[config.mk]
export PLATFORM = sky130hd
export DESIGN_NAME = ptres_front
export DESIGN_NICKNAME = d
export VERILOG_FILES = /design/src/hw/rtl/ptres_pkg.sv /design/src/hw/rtl/ptres_front.sv
export SDC_FILE = /design/constraint.sdc
export NUM_CORES = 2
export LEC_CHECK = 0
export ABC_AREA = 1
export BUFFER_PORTS_ARGS = -buffer_cell sky130_fd_sc_hd__buf_2
export CORE_ASPECT_RATIO = 2
export CORE_UTILIZATION = 45
export CTS_CLUSTER_SIZE = 28
export DETAILED_ROUTE_END_ITERATION = 10
export PLACE_DENSITY = 0.65
export SLEW_MARGIN = 10
export SYNTH_ARGS = -nofsm -noshare
export SYNTH_HDL_FRONTEND = slang
export SYNTH_SLANG_ARGS = --single-unit
[constraint.sdc]
create_clock -name clk -period 25.3 [get_ports clk]
set_input_delay 5.06 -clock clk [delete_from_list [all_inputs] [get_ports clk]]
set_output_delay 5.06 -clock clk [all_outputs]
set_load 0.03 [all_outputs]
[src/hw/rtl/ptres_pkg.sv]
// Shared types, constants and elaboration-time tables for the texel resolve block.
package ptres_pkg;

  localparam int IN_W            = 16;
  localparam int CHANNEL_BITS    = 16;
  localparam int BYTE_W          = 8;
  localparam int SUPERSAMPLE_DEF = 3;
  localparam int SUM_W           = 36;
  localparam int ASUM_W          = 20;
  localparam int CNT_W           = 5;
  localparam int XFRAC           = 40;
  localparam int LFRAC           = 30;
  localparam int Q_W             = XFRAC + 1;
  localparam int LX_W            = 40;
  localparam int STEP_W          = 6;
  localparam int MANT_W          = 32;
  localparam int E_W             = 6;
  localparam int LIN_W           = 9;
  localparam int QDEPTH          = 2;
  localparam int QPTR_W          = (QDEPTH > 1) ? $clog2(QDEPTH) : 1;
  localparam int QCNT_W          = $clog2(QDEPTH + 1);
  localparam int NUM_CH          = 3;
  localparam int CH_W            = 2;
  localparam int TAB_N           = 256;

  localparam logic [IN_W-1:0] FULL_SCALE = IN_W'((64'd1 << CHANNEL_BITS) - 64'd1);
  localparam logic [63:0] LIN_LIMIT = (64'd31308 << XFRAC) / 64'd10000000;

  // One texel's worth of accumulated sums
  typedef struct packed {
    logic [SUM_W-1:0]  sum_red;
    logic [SUM_W-1:0]  sum_green;
    logic [SUM_W-1:0]  sum_blue;
    logic [ASUM_W-1:0] sum_alpha;
    logic [CNT_W-1:0]  samples;
  } job_t;

  typedef enum logic [3:0] {
    BK_IDLE, BK_ADIV, BK_CSTART, BK_CDIV, BK_CNORM, BK_LOG,
    BK_LXSET, BK_SEARCH, BK_LIN1, BK_LIN2, BK_NEXT, BK_OUT
  } bk_state_t;

  typedef logic [TAB_N-1:0][LX_W-1:0] thr_tab_t;

  // Fixed-point log2 with 30 fraction bits by repeated squaring
  function automatic logic [63:0] log2_fx(input logic [63:0] v);
    int e;
    logic [63:0] m;
    logic [63:0] f;
    e = 63;
    while (e > 0 && v[e] == 1'b0) e = e - 1;
    if (e >= 31) m = v >> (e - 31);
    else m = v << (31 - e);
    f = 64'd0;
    for (int i = 0; i < LFRAC; i++) begin
      m = (m * m) >> 31;
      f = f << 1;
      if (m >= (64'd1 << 32)) begin
        m = m >> 1;
        f = f | 64'd1;
      end
    end
    return (64'(e) << LFRAC) + f;
  endfunction

  // Per-byte decision thresholds of the sRGB power segment
  function automatic thr_tab_t build_thr_tab();
    thr_tab_t t;
    logic [63:0] lden;
    logic [63:0] lu;
    lden = log2_fx(64'd53805);
    for (int b = 0; b < TAB_N; b++) begin
      lu = 64'd12 * (log2_fx(64'(200 * b + 2705)) - lden);
      t[b] = lu[LX_W-1:0];
    end
    return t;
  endfunction

  localparam thr_tab_t THR_TAB = build_thr_tab();

endpackage

[src/hw/rtl/ptres_front.sv]
// Sample intake: premultiply and accumulate, hand off one job per texel.
module ptres_front import ptres_pkg::*; #(
  parameter int SUPERSAMPLE = SUPERSAMPLE_DEF
) (
  input  logic            clk,
  input  logic            rst_n,
  input  logic            in_valid,
  output logic            in_stall,
  input  logic [IN_W-1:0] in_sample_red,
  input  logic [IN_W-1:0] in_sample_green,
  input  logic [IN_W-1:0] in_sample_blue,
  input  logic [IN_W-1:0] in_sample_alpha,
  input  logic            in_last_sample,
  input  logic            q_full,
  output logic            push,
  output job_t            job
);

  localparam logic [CNT_W-1:0] MAX_SAMPLES = CNT_W'(SUPERSAMPLE * SUPERSAMPLE);

  logic [SUM_W-1:0]  sum_red_r, sum_green_r, sum_blue_r;
  logic [SUM_W-1:0]  sum_red_nxt, sum_green_nxt, sum_blue_nxt;
  logic [ASUM_W-1:0] sum_alpha_r, sum_alpha_nxt;
  logic [CNT_W-1:0]  cnt_r, cnt_nxt;
  logic [IN_W-1:0]   r_m, g_m, b_m, a_m;
  logic [2*IN_W-1:0] pr, pg, pb;
  logic              accept, take;

  // Stall only when the job queue cannot take another texel
  assign in_stall = q_full;
  assign accept   = in_valid && !q_full;
  assign take     = cnt_r < MAX_SAMPLES;

  // Premultiply and add into the running sums
  always_comb begin
    r_m = in_sample_red   & FULL_SCALE;
    g_m = in_sample_green & FULL_SCALE;
    b_m = in_sample_blue  & FULL_SCALE;
    a_m = in_sample_alpha & FULL_SCALE;
    pr  = r_m * a_m;
    pg  = g_m * a_m;
    pb  = b_m * a_m;
    sum_red_nxt   = sum_red_r;
    sum_green_nxt = sum_green_r;
    sum_blue_nxt  = sum_blue_r;
    sum_alpha_nxt = sum_alpha_r;
    cnt_nxt       = cnt_r;
    if (take) begin
      sum_red_nxt   = sum_red_r   + SUM_W'(pr);
      sum_green_nxt = sum_green_r + SUM_W'(pg);
      sum_blue_nxt  = sum_blue_r  + SUM_W'(pb);
      sum_alpha_nxt = sum_alpha_r + ASUM_W'(a_m);
      cnt_nxt       = cnt_r + CNT_W'(1);
    end
    job.sum_red   = sum_red_nxt;
    job.sum_green = sum_green_nxt;
    job.sum_blue  = sum_blue_nxt;
    job.sum_alpha = sum_alpha_nxt;
    job.samples   = cnt_nxt;
    push = accept && in_last_sample;
  end

  // Advance the accumulators; clear after the last beat of a texel
  always_ff @(posedge clk) begin
    if (!rst_n || (accept && in_last_sample)) begin
      sum_red_r   <= '0;
      sum_green_r <= '0;
      sum_blue_r  <= '0;
      sum_alpha_r <= '0;
      cnt_r       <= '0;
    end else if (accept) begin
      sum_red_r   <= sum_red_nxt;
      sum_green_r <= sum_green_nxt;
      sum_blue_r  <= sum_blue_nxt;
      sum_alpha_r <= sum_alpha_nxt;
      cnt_r       <= cnt_nxt;
    end
  end

endmodule

-- Word-level counts from Yosys, hierarchy flattened
Cells that the tools add are included.
- register bits: 133
- bits in latches: 0
- RAM bits: 0
- ROM bits: 0
- input bits: 69
- output and inout bits: 135
- word-level logic and storage cells: 24
- memories: 0
- add/sub/neg operators: 5
- multiply operators: 3
- divide/modulo/power cells: 0
- order comparisons: 1
- eq/ne operators: 0
- shifts and indexed selects: 0
- mux-type cells: 5
- bitwise gates (word level): 0
- reduce and logical (&&, ||, !) cells: 5
- operators by type and width (operator ; number):
    36-bit by 32-bit adder with 36-bit output ; 3
    36-bit two-way mux ; 3
    16-bit by 16-bit multiplier with 32-bit output ; 3
    20-bit by 16-bit adder with 20-bit output ; 1
    20-bit two-way mux ; 1
    5-bit by 1-bit adder with 5-bit output, second input constant ; 1
    5-bit by 4-bit < comparator with 1-bit output, second input constant ; 1
    5-bit two-way mux ; 1
    1-bit logical AND ; 2
    1-bit zero test ; 2
    1-bit logical OR ; 1

-- Depth between registers and ports, before layout
- word-level depth: 4
- depth in mapped cells: 32
- mapped depth without buffers: 30

-- Least setup slack after synthesis
Ideal clock, no wire load.
- kind: input -> output
- start: input port in_sample_alpha[7]
- end: output port job[78] (netlist bit)
- arrival time: 10312 ps
- data required time: 20240 ps
- slack: 9928 ps
- cell stages on the path: 24
- buffers on the path: 2
- cells stage by stage: clkbuf_1 clkbuf_1 nand2_1 fa_1 inv_1 fa_1 inv_1 fa_1 inv_1 fa_1 fa_1 inv_1 fa_1 inv_1 ha_1 nand2_1 inv_1 nand2_1 inv_1 a21oi_1 nand2_1 or2_2 nand3_1 o21ai_0
- RTL lines (what ; RTL line ; text):
    start: declaration ; ptres_front.sv:12 ; input logic [IN_W-1:0] in_sample_alpha,
    end: declaration ; ptres_front.sv:16 ; output job_t job

==> impl_metrics.tcl <==
set metrics [dict create \
    worst_slew_pin_slew_ps 962 \
    synthToLayoutAreaGrowth_pct 5.80 \
    holdWs_ps 487 \
    synth_area_um2 39900 \
    yosysWarnings 0 \
    period_share_pct 65.2 \
    core_um2 88100 \
    num-fill-cells 9189 \
    drv_slew 0 \
    root_buffer "clkbuf_16" \
    yosys.area.top_type "fa_1" \
    clock_latency_ps 550 \
    setup_violations 0 \
    detail-route-antenna-nets 0 \
    rows 154 \
    grt_pass1_vias 37700 \
    cts_buffers 17 \
    syn_inst 6022 \
    worstPathCellList "buf_2 -> buf_4 -> nand2_1 -> fa_1 -> fa_1 -> fa_1 -> inv_1 -> fa_1 -> fa_1 -> inv_1 -> fa_1 -> inv_1 -> ha_1 -> nand2_1 -> inv_1 -> a21oi_1 -> nand3_1 -> nand2_1 -> nand2_1 -> nand2_1 -> nand3_1 -> nand2_1 -> buf_2" \
    die_y_um 423 \
    gr-total-overflow 0 \
    relSlewSlack_pct 35.8 \
    cp_top_family "adder cells" \
    rsz0062_at_grt "false" \
    setup_slack_ps 8800 \
    cts.sinks 133 \
    antenna_found_initial 3 \
    final.min_clock_period_ps 16500 \
    htreeDepth 4 \
    die_w_um 213 \
    first_pass_iters 5 \
    cp_max_fo 31 \
    synth_nets 7117 \
    path_class "in -> out" \
    hold_viol_final 0 \
    synthDominantCellAreaShare_pct 34.0 \
    drive_gt1_share_pct 4.79 \
    worst_setup_path_start_kind "input port" \
    grt_max_degree 134 \
    dp.final_hpwl_um 97900 \
    cts_resized 0 \
    holdCritPathClass "reg -> reg" \
    timing.critical_path.buf_inv 7 \
    fin_tns_setup_ps 0 \
    port-buffer-count 203 \
    drt-initial-drc-count 1732 \
    die-area_um2 90000 \
    clockBufferDepth 2 \
    grtUsageTotal_pct 28.8 \
    start_util_pct 45.3 \
    syn_avg_cell_area_um2 6.63 \
    wirelength_um 123000 \
    end_kind "output port" \
    grt_pass1_wl_um 196000 \
    fin_nets 7115 \
    final_core_utilization_pct 48.0 \
    skew_ps 22.7 \
    yosysSeqAreaShare_pct 6.67 \
    num_io_pins 204 \
    maxCapViolations 0 \
    max_freq_ghz 0.0606 \
    synth_area_leaders "fa_1 34%, inv_1 18%, nand2_1 17%" \
    cts_tree "done" \
    clk_pin_slew_ps 80 \
    cp.arrival_ps 11440 \
    cp_slowest_cell "fa_1" \
    synth_cell_types 32 \
    route.vias.total 35500 \
    via_per_inst 4.93 \
    drc 0 \
    gp_congestion 0.947 \
    ys_ff_latch 133 \
    post_cts_buffers 0 \
    status "completed" \
    cts_hold_buf 0 \
    slowest_delay_ps 530 \
    required_ps 20240 \
    wl_per_cell_um 17.1 \
    pre_cts_slack_ps 8930 \
]
==> layout make-up <==
class | count | area [um2] | area share (%)
Inverter | 1908 | 7170 | 17.0
Clock buffer | 18 | 429 | 1.02
Tap cell | 1170 | 1460 | 3.47
Timing Repair Buffer | 227 | 1210 | 2.86
Clock inverter | 14 | 151 | 0.358
Sequential cell | 133 | 2660 | 6.30
Antenna cell | 3 | 7.51 | 0.0178
Multi-Input combinational cell | 3733 | 29100 | 69.0
==> metal layers <==
layer	global-route usage [%]	wire length [um]
met1	28.3	42600
met2	56.1	68500
met3	3.29	4410
met4	17.1	7530
met5	0	8
==> through the flow <==
| stage | cells | area (um2) |
|---|---|---|
| after detailed placement | 7171 | 41700 |
| after floorplan | 6022 | 39900 |
| after global placement | 7171 | 41700 |
| after CTS | 7203 | 42200 |
| final | 7206 | 42200 |
| after global routing | 7204 | 42200 |
==> cell families after synthesis <==
kind of cell             Yosys count  share of synthesized area (%)
XOR/XNOR                          11                          0.241
AND/OR/NAND/NOR                 2340                           23.1
AO/OA/AOI/OAI                    356                           4.67
buffers and inverters           2156                           20.4
adder cells (fa/ha/maj)         1026                           44.9
flip-flops                       133                           6.67
==> path summary, 6_finish.rpt <==
check,startpoint,end,slack [ps],cells after the start
setup reg to reg,sum_blue_r[12],sum_blue_r[31],20570,20
hold reg to reg,cnt_r[4],cnt_r[4],490,2
hold / removal,cnt_r[4],cnt_r[4],490,2
setup / recovery,in_sample_alpha[1],job[56],8800,23
==> cell usage in the layout (no fill, tap or decap), types with 12 or more instances in the layout <==
cell,n
nor2_1,255
a21oi_1,171
clkbuf_16,17
o21ai_0,139
dfxtp_1,133
ha_1,347
nand3b_1,13
nor3_1,12
nand4_1,14
buf_4,23
inv_1,1904
or2_2,24
buf_2,203
nand2_1,1791
o21bai_1,17
nand3_1,228
fa_1,679
==> tightest hold or removal path: cells and delay by family (launching register included) <==
kind,cells,cell delay (ps)
buf+inv,1,60
flops,1,350
simple gates,1,40
==> flip-flops by register name, indices dropped and copies added, names as in the netlist <==
signal / cells
sum_blue_r: 36
sum_green_r: 36
sum_red_r: 36
sum_alpha_r: 20
cnt_r: 5
==> cell usage after synthesis <==
cell type,count
o21a_1,1
or2_2,24
o21ai_2,1
o211ai_1,6
buf_1,18
a22oi_1,1
inv_1,1904
o22ai_1,6
o21ai_0,139
o21bai_1,17
dfxtp_1,133
inv_2,4
ha_1,347
nor2_4,1
clkbuf_1,204
nor3_1,12
buf_2,24
xnor2_1,6
a21o_1,1
o41ai_1,1
nor2_1,255
fa_1,679
a21boi_0,1
nand2b_1,1
xor2_1,5
a21oi_1,171
buf_4,2
nand3_1,228
nand4_1,14
nand3b_1,13
nand2_1,1792
o21ai_1,11
Power is left out: the tool's default activity adds up to more than one toggle a clock period on the data nets, which glitch-free logic cannot reach.
