[config.mk]
export PLATFORM = sky130hd
export DESIGN_NAME = ptres_job_queue
export DESIGN_NICKNAME = d
export VERILOG_FILES = /design/src/hw/rtl/ptres_pkg.sv /design/src/hw/rtl/ptres_job_queue.sv
export SDC_FILE = /design/constraint.sdc
export NUM_CORES = 1
export LEC_CHECK = 0
export ABC_AREA = 1
export BUFFER_PORTS_ARGS = -buffer_cell sky130_fd_sc_hd__buf_2
export CAP_MARGIN = 20
export CORE_ASPECT_RATIO = 0.6
export CORE_UTILIZATION = 45
export CTS_CLUSTER_SIZE = 8
export DETAILED_ROUTE_END_ITERATION = 8
export GPL_TIMING_DRIVEN = 0
export PLACE_DENSITY_LB_ADDON = 0.2
export SLEW_MARGIN = 30
export SYNTH_ARGS = -nofsm -noshare
export SYNTH_HDL_FRONTEND = slang
export SYNTH_SLANG_ARGS = --single-unit
export TNS_END_PERCENT = 30
[constraint.sdc]
create_clock -name clk -period 11 [get_ports clk]
set_input_delay 1.1 -clock clk [delete_from_list [all_inputs] [get_ports clk]]
set_output_delay 1.1 -clock clk [all_outputs]
set_load 0.05 [all_outputs]
[src/hw/rtl/ptres_pkg.sv]
// Shared types, constants and elaboration-time tables for the texel resolve block.
package ptres_pkg;

  localparam int IN_W            = 16;
  localparam int CHANNEL_BITS    = 16;
  localparam int BYTE_W          = 8;
  localparam int SUPERSAMPLE_DEF = 3;
  localparam int SUM_W           = 36;
  localparam int ASUM_W          = 20;
  localparam int CNT_W           = 5;
  localparam int XFRAC           = 40;
  localparam int LFRAC           = 30;
  localparam int Q_W             = XFRAC + 1;
  localparam int LX_W            = 40;
  localparam int STEP_W          = 6;
  localparam int MANT_W          = 32;
  localparam int E_W             = 6;
  localparam int LIN_W           = 9;
  localparam int QDEPTH          = 2;
  localparam int QPTR_W          = (QDEPTH > 1) ? $clog2(QDEPTH) : 1;
  localparam int QCNT_W          = $clog2(QDEPTH + 1);
  localparam int NUM_CH          = 3;
  localparam int CH_W            = 2;
  localparam int TAB_N           = 256;

  localparam logic [IN_W-1:0] FULL_SCALE = IN_W'((64'd1 << CHANNEL_BITS) - 64'd1);
  localparam logic [63:0] LIN_LIMIT = (64'd31308 << XFRAC) / 64'd10000000;

  // One texel's worth of accumulated sums
  typedef struct packed {
    logic [SUM_W-1:0]  sum_red;
    logic [SUM_W-1:0]  sum_green;
    logic [SUM_W-1:0]  sum_blue;
    logic [ASUM_W-1:0] sum_alpha;
    logic [CNT_W-1:0]  samples;
  } job_t;

  typedef enum logic [3:0] {
    BK_IDLE, BK_ADIV, BK_CSTART, BK_CDIV, BK_CNORM, BK_LOG,
    BK_LXSET, BK_SEARCH, BK_LIN1, BK_LIN2, BK_NEXT, BK_OUT
  } bk_state_t;

  typedef logic [TAB_N-1:0][LX_W-1:0] thr_tab_t;

  // Fixed-point log2 with 30 fraction bits by repeated squaring
  function automatic logic [63:0] log2_fx(input logic [63:0] v);
    int e;
    logic [63:0] m;
    logic [63:0] f;
    e = 63;
    while (e > 0 && v[e] == 1'b0) e = e - 1;
    if (e >= 31) m = v >> (e - 31);
    else m = v << (31 - e);
    f = 64'd0;
    for (int i = 0; i < LFRAC; i++) begin
      m = (m * m) >> 31;
      f = f << 1;
      if (m >= (64'd1 << 32)) begin
        m = m >> 1;
        f = f | 64'd1;
      end
    end
    return (64'(e) << LFRAC) + f;
  endfunction

  // Per-byte decision thresholds of the sRGB power segment
  function automatic thr_tab_t build_thr_tab();
    thr_tab_t t;
    logic [63:0] lden;
    logic [63:0] lu;
    lden = log2_fx(64'd53805);
    for (int b = 0; b < TAB_N; b++) begin
      lu = 64'd12 * (log2_fx(64'(200 * b + 2705)) - lden);
      t[b] = lu[LX_W-1:0];
    end
    return t;
  endfunction

  localparam thr_tab_t THR_TAB = build_thr_tab();

endpackage

[src/hw/rtl/ptres_job_queue.sv]
// Short job queue between the accumulator front and the resolve back end.
module ptres_job_queue import ptres_pkg::*; (
  input  logic clk,
  input  logic rst_n,
  input  logic push,
  input  job_t push_job,
  output logic full,
  output logic nonempty,
  input  logic pop,
  output job_t pop_job
);

  job_t              mem_r [QDEPTH];
  logic [QPTR_W-1:0] wr_ptr_r, rd_ptr_r;
  logic [QCNT_W-1:0] count_r;

  assign full     = count_r == QCNT_W'(QDEPTH);
  assign nonempty = count_r != '0;
  assign pop_job  = mem_r[rd_ptr_r];

  // Hold entries
  always_ff @(posedge clk) begin
    if (push) mem_r[wr_ptr_r] <= push_job;
  end

  // Advance pointers and fill count
  always_ff @(posedge clk) begin
    if (!rst_n) begin
      wr_ptr_r <= '0;
      rd_ptr_r <= '0;
      count_r  <= '0;
    end else begin
      if (push) begin
        wr_ptr_r <= (wr_ptr_r == QPTR_W'(QDEPTH - 1)) ? '0 : wr_ptr_r + QPTR_W'(1);
      end
      if (pop) begin
        rd_ptr_r <= (rd_ptr_r == QPTR_W'(QDEPTH - 1)) ? '0 : rd_ptr_r + QPTR_W'(1);
      end
      if (push && !pop) count_r <= count_r + QCNT_W'(1);
      else if (pop && !push) count_r <= count_r - QCNT_W'(1);
    end
  end

endmodule

# Yosys cells after proc, flatten, opt, wreduce, memory -nomap -nowiden
# Memory sizes are Yosys's and may differ from the RTL's. A register that Yosys moved wholly into a read port is not among the register bits.
# Index checks and enable logic that the tools add are counted.
[word_totals]
register_bits = 4
mem_bits_rw = 266
output_inout_bits = 135
elab_cells = 23
memories = 1
[mem_list]
columns = ["name", "depth", "word_bits", "rd", "rd_ports_with_merged_regs", "wr", "line_no", "rtl"]
rows = [
  ["mem_r", 2, 133, 1, 1, 1, "ptres_job_queue.sv:13", "job_t mem_r [QDEPTH];"],
]
[op_classes]
addsub = 4
eq_ne = 1
muxes = 8
reduce_logical = 6
[op_table]
columns = ["cell", "n"]
rows = [
  ["$mux 1", 6],
  ["$mux 2", 2],
  ["$reduce_bool 2->1", 2],
  ["$add 1x1->1 const B", 2],
  ["$add 2x1->2 const B", 1],
  ["$eq 2x2->1 const B", 1],
  ["$logic_and 1x1->1", 2],
  ["$logic_not 1->1", 2],
  ["$sub 2x1->2 const B", 1],
]

# Longest topological paths before layout
# Gate-level depths: netlist of run 1.
[depth]
ltp_word = 4
ltp_mapped = 8
depth_no_buf = 8

# Worst setup path after synthesis of run 1
# OpenSTA, ideal clock, no wires.
[synth_timing]
path_type = "input to register"
start = "input push"
end = "memory mem_r[0][0] in the netlist's numbering (enable)"
setup_time_ps = 631
arrival_ps = 6702
required_time_ps = 10369
slack_ps = 3667
path_stages = 2
path_buffers = 0
cell_sequence = "inv_1 -> nor2_1"
[synth_via]
elab_chain_len = 2
[synth_rtl]
columns = ["item", "line_no", "rtl"]
rows = [
  ["start: declaration", "ptres_job_queue.sv:5", "input logic push,"],
  ["$mux 1", "ptres_job_queue.sv:23", "if (push) mem_r[wr_ptr_r] <= push_job;"],
  ["$mux 1 (implied by the code)", "ptres_job_queue.sv:23", ""],
  ["end: declaration", "ptres_job_queue.sv:13", ""],
]
# No other way between the ends.

==> reports/metrics.cfg, run 1 <==
[power]
internal-power_mw=1.98
p_clk_share_pct=39.4
p_per_area_mw_per_mm2=200
irDropWorstVdd_uv=148
comb_power_share_pct=14.5
power.total_mw=2.63
p_sw_uw=647
seq_power_share_pct=46.2
sw_frac_of_total_pct=24.7
power.leakage_nw=5.16

[critical_path]
cp_data_arrival_time_ns=1.90
endpoint_kind=output port
worst_setup_path_start_kind=register
path_max_fanout=10
crit_type=reg2out
required_ns=9.90

[clock_network]
cts_buffers=39
ctsResizeCount=0
clkTransAtPathRegs_ns=0.05
cts-root-buf=clkbuf_16
post_cts_buffers=0
htreeDepth=2
cts_tree=done
holdBufCountCts=0
clkLatencyLatePin_ns=0.50
cts_sinks=271
cts_max_path_buffers=3

[status]
status=finished clean

[die]
die_width_um=195
row_count=42
die_area_mm2=0.0231
dieHeight_um=118
ios=272
initial_utilization_pct=45.9
coreArea_mm2=0.0220

[final_layout]
area_growth_syn_to_layout_pct=29.8
utilization_pct=59.6
nets=907
final_common_cell=buf_2
drive_gt1_share_pct=60.5
final_cell_mix=buf_2, edfxtp_1, mux2_4, mux2_2, clkbuf_16

[yosys]
synth-seq-area-share_pct=80.0
synth_cell_types=14
synth_cells=449
yosysWarnings=0
synth_area_mm2=0.0101
yosys_register_bits=271
syn_avg_cell_area_um2=22.5
synth_fp_nets=587

[placement]
io_buffers=271
pre_cts_ws_ns=8.30
gp_congestion=0.814
hpwl_um=13900

[detailed_routing]
drt_iter0_markers=202
final_antenna_net_count=0
routedWlPerCell_um=18.6
wl_um=19800
dr.pass1.iters=4
vias=5228
drc=0
routed_via_density=4.90

[global_route]
grt_antenna_before_repair=9
grt_use_total_pct=17.5
grt_remaining_overflow=0
grt_pass1_wl_um=30500
grt_start_max_net_pins=69
grt_pass1_vias=5618

[sta]
clock.fmax_ghz=0.333
period_needed_ns=3.00
setup_tns_ns=0
period_share_pct=27.3
slew_viol_final=0
worst_slack_ns=8.00
relSlewSlack_pct=66.6
skew_ns=0.00605
rsz0062_at_grt=no
tightest_slew_ns=0.502
finalSetupViolCount=0
final_hold_viol_count=0

[job]
max-cap-violations=0

[min_path]
hp-class=reg2reg

[final timing paths]
| check | from | end | slack, ns | cells after the start |
|---|---|---|---|---|
| min reg2reg | rd_ptr_r$_SDFFE_PN0P_ | rd_ptr_r$_SDFFE_PN0P_ | 0.50 | 2 |
| min | rd_ptr_r$_SDFFE_PN0P_ | rd_ptr_r$_SDFFE_PN0P_ | 0.50 | 2 |
| max reg2reg | wr_ptr_r$_SDFFE_PN0P_ | mem_r[1][64]$_DFFE_PP_ | 9.25 | 3 |
| max | register | pop_job[75] | 8.00 | 5 |
[cells in the mapped netlist (all sizes together)]
cell type  number  share of area [%]
edfxtp        266                 79
mux2          133                 17
buf            15                1.3
nand2           9               0.33
inv             8               0.30
nor2            8               0.30
dfxtp           5               0.99
a21oi           1              0.049
ha              1               0.12
nand3           1              0.049
nand4           1              0.062
o21ai           1              0.049
[state kept, by name, summed over array words and instances, names as in the netlist, named ones only]
| name | cells |
|---|---|
| count_r | 2 |
| mem_r | 266 |
| rd_ptr_r | 1 |
| wr_ptr_r | 1 |
[metrics by stage]
stage,cell area [um2],hold WS [ns],instances
2_1_floorplan,10100,0.463,449
3_3_place_gp,11800,0.480,1006
3_5_place_dp,12100,0.493,1014
4_1_cts,13100,0.506,1063
5_1_grt,13100,0.535,1063
6_report,13100,0.502,1066
[cell type report]
cell class                      count  area (um2)
Buffer                             15         131
Sequential cell                   271        8090
Multi-Input combinational cell    155        1870
Antenna cell                        3        7.51
Tap cell                          286         358
Timing Repair Buffer              279        1580
Inverter                            8        37.5
Fill cell                        1635        8900
Clock buffer                       49        1060
[power by group through the flow]
stage / registers, mW / logic, mW / clock network [mW]
5_1_grt: 1.21 / 0.398 / 1.11
2_1_floorplan: 1.23 / 0.276 / 0
3_3_place_gp: 1.24 / 0.361 / 0
4_1_cts: 1.21 / 0.384 / 1.06
6_report: 1.21 / 0.380 / 1.03
3_5_place_dp: 1.23 / 0.383 / 0
[cell families after synthesis]
kind of cell	synth area share (%)
multiplexers	17.4
AND/OR/NAND/NOR	0.743
AO/OA/AOI/OAI	0.0989
adder cells (fa/ha/maj)	0.124
flip-flops	80.0
buffers and inverters	1.60
[routing by layer]
layer / global-route usage (%) / routed length (um) / up-vias
met4: 5.95 / 414 / 12
met1: 20.5 / 7960 / 2547
li1: - / - / 2418
met3: 8.19 / 2020 / 53
met5: 0 / 89 / -
met2: 28.3 / 9310 / 198
[worst max-delay path, stage by stage (launching register included)]
cell and delay [ns]:
dfxtp_1 0.32, buf_6 0.14, buf_6 0.19, buf_6 0.21, mux2_4 0.31, buf_2 0.22
No activity file was read; power rests on OpenSTA's default activity.
==> run 2: changes to the inputs <==
- clock period: 11 -> 2.5 ns (I/O delays scaled with it)
==> reports/metrics.cfg, run 2 (synthesis results as in run 1) <==
[detailed_routing]
routedWlPerCell_um=17.5
vias=5769
dr.pass1.iters=4
routed_via_density=4.80
drc=0
drt_iter0_markers=226
wl_um=21100
final_antenna_net_count=0

[critical_path]
rrSetupSlack_ns=0.86
r2r-end=mem_r[1][64]$_DFFE_PP_
worst_setup_path_start_kind=register
endpoint_kind=output port
timing.rr.start=wr_ptr_r$_SDFFE_PN0P_
ff2ff_path_depth=4
required_ns=2.25
cpMostUsedCell=buf_6
slowest_delay_ns=0.32
path_delay_family=buffers and inverters
crit_buf_inv=4
path_max_fanout=10
cp_data_arrival_time_ns=1.90
cp_cell_sequence=buf_6, buf_6, buf_6, mux2_4, buf_2
critical_path_depth=5
crit_type=reg2out
cp_slowest_cell=dfxtp_1

[die]
die_width_um=195
initial_utilization_pct=45.9
ios=272
coreArea_mm2=0.0220
dieHeight_um=118
row_count=42
die_area_mm2=0.0231

[final_layout]
area_growth_syn_to_layout_pct=43.7
largest-register=mem_r
reg.largest.list=mem_r x266, count_r x2
largest_register_ff_count=266
drive_gt1_share_pct=51.9
n_antenna_cell=0
final_cell_mix=buf_2, edfxtp_1, dlygate4sd3_1, mux2_4, mux2_2
nets=1045
final_common_cell=buf_2
finalNonFillerCells=1202

[power]
p_per_area_mw_per_mm2=810
p_clk_share_pct=38.9
irDropWorstVdd_uv=528
sw_frac_of_total_pct=24.7
seq_power_share_pct=45.3
internal-power_mw=8.86
comb_power_share_pct=15.8
p_sw_mw=2.91
power.leakage_nw=5.74

[global_route]
grt_use_total_pct=18.3
grt_pass1_vias=6168
grt_antenna_before_repair=0
grt_start_max_net_pins=31
grt_remaining_overflow=0
grt_pass1_wl_um=32400

[clock_network]
cts_max_path_buffers=3
cts-root-buf=clkbuf_16
cts_tree=done
clkTransAtPathRegs_ns=0.05
htreeDepth=2
cts_sinks=271
clkLatencyLatePin_ns=0.51
cts_buffers=39
ctsResizeCount=0

[sta]
clock.fmax_ghz=0.465
skew_ns=0.0111
finalSetupViolCount=0
period_share_pct=86.0
setup_tns_ns=0
relSlewSlack_pct=60.8
period_needed_ns=2.15
final_hold_viol_count=0
slew_viol_final=0
tightest_slew_ns=0.587
rsz0062_at_grt=no

[status]
status=finished clean

[min_path]
hp-class=in2reg
min-delay-start=push
hold_path_depth=3
worst_hold_path.endpoint=wr_ptr_r$_SDFFE_PN0P_

[job]
max-cap-violations=0

[placement]
hpwl_um=13400
dp.cells=1017
io_buffers=271
gp_congestion=0.723

==> run 2: cell types whose count changed in the layout (fill, tap and decap cells not counted) <==
| cell | before | now |
|---|---|---|
| dfxtp_2 | 0 | 1 |
| nand2_1 | 9 | 8 |
| dfxtp_1 | 5 | 4 |
| clkinvlp_4 | 0 | 1 |
| buf_12 | 0 | 3 |
| dlygate4sd3_1 | 0 | 135 |
| inv_8 | 1 | 0 |
| nand2_2 | 0 | 1 |
| diode_2 | 3 | 0 |
| clkbuf_1 | 8 | 9 |
==> run 2: per-stage QoR <==
step	total power, mW	hold slack, ns	utilization, %	worst slack (ns)	area (um2)
after global placement	7.01	0.437	53.8	-1.33	11800
after floorplan	6.62	0.349	-	-0.262	10100
after global routing	12.2	0.0625	66.0	0.258	14500
final	11.8	0.0572	66.0	0.350	14500
after detailed placement	7.10	0.441	55.0	0.780	12100
after CTS	11.9	0.0271	66.0	0.301	14500
==> run 2: worst max-delay path by stage <==
stage                                startpoint                      end  slack [ns]
after floorplan           wr_ptr_r$_SDFFE_PN0P_    mem_r[1][0]$_DFFE_PP_       -0.26
after global routing                   register              pop_job[54]        0.26
after detailed placement                   push  mem_r[0][109]$_DFFE_PP_        0.78
after CTS                              register              pop_job[53]        0.30
after global placement                     push   mem_r[1][62]$_DFFE_PP_       -1.33
final                                  register             pop_job[103]        0.35
==> run 2: metal layers <==
| layer | track usage [%] | share of wire, % | wire length, um |
|---|---|---|---|
| met2 | 29.8 | 48 | 10000 |
| met5 | 0 | 0 | 0 |
| met1 | 23.0 | 43 | 9060 |
| met3 | 6.36 | 7.5 | 1580 |
| met4 | 6.10 | 1.9 | 397 |
==> run 2: power by group through the flow <==
| stage | registers [mW] | clock network (mW) | logic (mW) |
|---|---|---|---|
| 6_report | 5.33 | 4.58 | 1.86 |
| 3_5_place_dp | 5.41 | 0 | 1.69 |
| 5_1_grt | 5.34 | 4.90 | 1.94 |
| 2_1_floorplan | 5.41 | 0 | 1.21 |
| 4_1_cts | 5.33 | 4.70 | 1.86 |
| 3_3_place_gp | 5.42 | 0 | 1.59 |
==> run 2: final cells by class <==
cell class / count / area, um2
Multi-Input combinational cell: 155 / 1870
Tap cell: 286 / 358
Sequential cell: 271 / 8090
Inverter: 8 / 33.8
Buffer: 15 / 131
Fill cell: 1489 / 7490
Timing Repair Buffer: 417 / 2990
Clock buffer: 50 / 1060
==> run 2: worst min-delay path: stages <==
cell and delay, ns:
buf_2 0.13, nor2_1 0.09, nor2_1 0.06
==> run 2: what timing repair did <==
item / 4_1_cts / 5_1_grt
hold endpoints to repair: 269 / 0
setup buffers: 0 / 0
hold buffers: 135 / 0
setup endpoints to repair: 0 / 0
==> run 3: changes to the inputs <==
- CORE_UTILIZATION: 45 -> 25
- SETUP_SLACK_MARGIN: not set -> 0.1
==> reports/metrics.cfg, run 3 (synthesis results as in run 1) <==
[status]
status=finished clean

[detailed_routing]
drc=0
dr.pass1.iters=4
wl_um=22800
routedWlPerCell_um=15.8
drt_iter0_markers=245
routed_via_density=3.86
vias=5574
final_antenna_net_count=0

[final_layout]
reg.largest.list=mem_r x266, count_r x2
nets=1048
final_cell_mix=buf_2, edfxtp_1, dlygate4sd3_1, mux2_4, mux2_2
area_growth_syn_to_layout_pct=47.4
largest-register=mem_r
utilization_pct=37.8
largest_register_ff_count=266
final_common_cell=buf_2
drive_gt1_share_pct=52.1
finalNonFillerCells=1443
fin_area_mm2=0.0149
nFillCells=3727

[clock_network]
post_cts_buffers=0
cts_max_path_buffers=3
cts_buffers=39
htreeDepth=2
cts_sinks=271
clkTransAtPathRegs_ns=0.05
cts-root-buf=clkbuf_16
ctsResizeCount=0
clkLatencyLatePin_ns=0.53
cts_tree=done

[power]
seq_power_share_pct=44.9
power.leakage_nw=5.78
p_sw_mw=3.04
comb_power_share_pct=15.9
power.total_mw=11.9
sw_frac_of_total_pct=25.6
irDropWorstVdd_uv=469
p_per_area_mw_per_mm2=796
p_clk_share_pct=39.2
internal-power_mw=8.82

[min_path]
hp-class=in2reg

[critical_path]
required_ns=2.25
slowest_delay_ns=0.32
cpMostUsedCell=buf_6
path_max_fanout=10
cp_data_arrival_time_ns=1.95
endpoint_kind=output port
cp_slowest_cell=dfxtp_1
worst_setup_path_start_kind=register
cp_cell_sequence=buf_6, buf_6, buf_6, mux2_4, buf_2
crit_type=reg2out

[sta]
rsz0062_at_grt=no
finalSetupViolCount=0
final_hold_viol_count=0
slew_viol_final=0
fin_hold_ws_ns=0.0472
clock.fmax_ghz=0.455
skew_ns=0.0206
tightest_slew_ns=0.415
period_needed_ns=2.20
relSlewSlack_pct=72.3
period_share_pct=87.9

[die]
dieHeight_um=158
row_count=56
die_width_um=262
die_area_mm2=0.0413
coreArea_mm2=0.0394
initial_utilization_pct=25.6
ios=272

[placement]
placed_area_mm2=0.0125
hpwl_um=15200
dp.cells=1256
io_buffers=271
gp_congestion=0.672

[global_route]
grt_antenna_before_repair=2
grt_pass1_vias=5927
grt_start_max_net_pins=25
grt_remaining_overflow=0
grt_pass1_wl_um=34000
grt_use_total_pct=10.9

[job]
max-cap-violations=0

run 3: cell count changes in the layout (fill, tap and decap cells not counted):
cell and change:
buf_16 +2, inv_6 +1, buf_12 +1, clkbuf_16 -1, diode_2 +2, clkbuf_1 -1, clkinv_8 +1
run 3: worst paths after layout:
path | to | startpoint | cells past startpoint | slack [ns]
hold reg to reg | rd_ptr_r$_SDFFE_PN0P_ | rd_ptr_r$_SDFFE_PN0P_ | 2 | 0.52
setup reg to reg | mem_r[1][104]$_DFFE_PP_ | wr_ptr_r$_SDFFE_PN0P_ | 5 | 0.75
hold / removal | wr_ptr_r$_SDFFE_PN0P_ | push | 3 | 0.05
setup / recovery | pop_job[69] | register | 5 | 0.30
run 3: power groups by stage:
stage | Clock [mW] | Sequential (mW) | Combinational, mW
after floorplan | 0 | 5.41 | 1.21
after global placement | 0 | 5.43 | 1.65
after detailed placement | 0 | 5.41 | 1.74
after CTS | 4.86 | 5.32 | 1.92
after global routing | 5.03 | 5.34 | 2.00
final | 4.65 | 5.32 | 1.88
run 3: layout make-up:
type | instances | area (um2) | area share (%)
diodes | 2 | 5.00 | 0.0336
plain buffers | 15 | 131 | 0.882
clock buffers | 48 | 1030 | 6.92
clock inverters | 2 | 25.0 | 0.168
inverters | 8 | 33.8 | 0.227
multi-input cells | 155 | 1870 | 12.5
flip-flops and latches | 271 | 8090 | 54.3
well taps | 522 | 653 | 4.38
repair buffers | 420 | 3060 | 20.6
run 3: through the flow:
step           setup TNS [ns]  setup slack [ns]
2_1_floorplan          -61.14            -0.262
4_1_cts                     0             0.185
3_5_place_dp                0             0.662
6_report                    0             0.301
3_3_place_gp          -495.07             -1.94
5_1_grt                     0             0.174
run 3: worst max-delay path: cells and delay by family (launching register included):
family / cells / cell delay, ns
mux: 1 / 0.31
buf+inv: 4 / 0.80
flops: 1 / 0.32
run 3: what timing repair did:
item	in CTS	in global routing
hold buffers	135	0
hold endpoints to repair	271	0
setup endpoints to repair	0	0
run 3: routing by layer:
| layer | up-vias | track usage, % | part of all wire (%) |
|---|---|---|---|
| met5 | - | 0 | 0 |
| met4 | 0 | 3.35 | 2.0 |
| met3 | 42 | 4.34 | 7.9 |
| met2 | 162 | 17.2 | 47 |
| met1 | 2674 | 13.7 | 44 |
| li1 | 2696 | - | - |
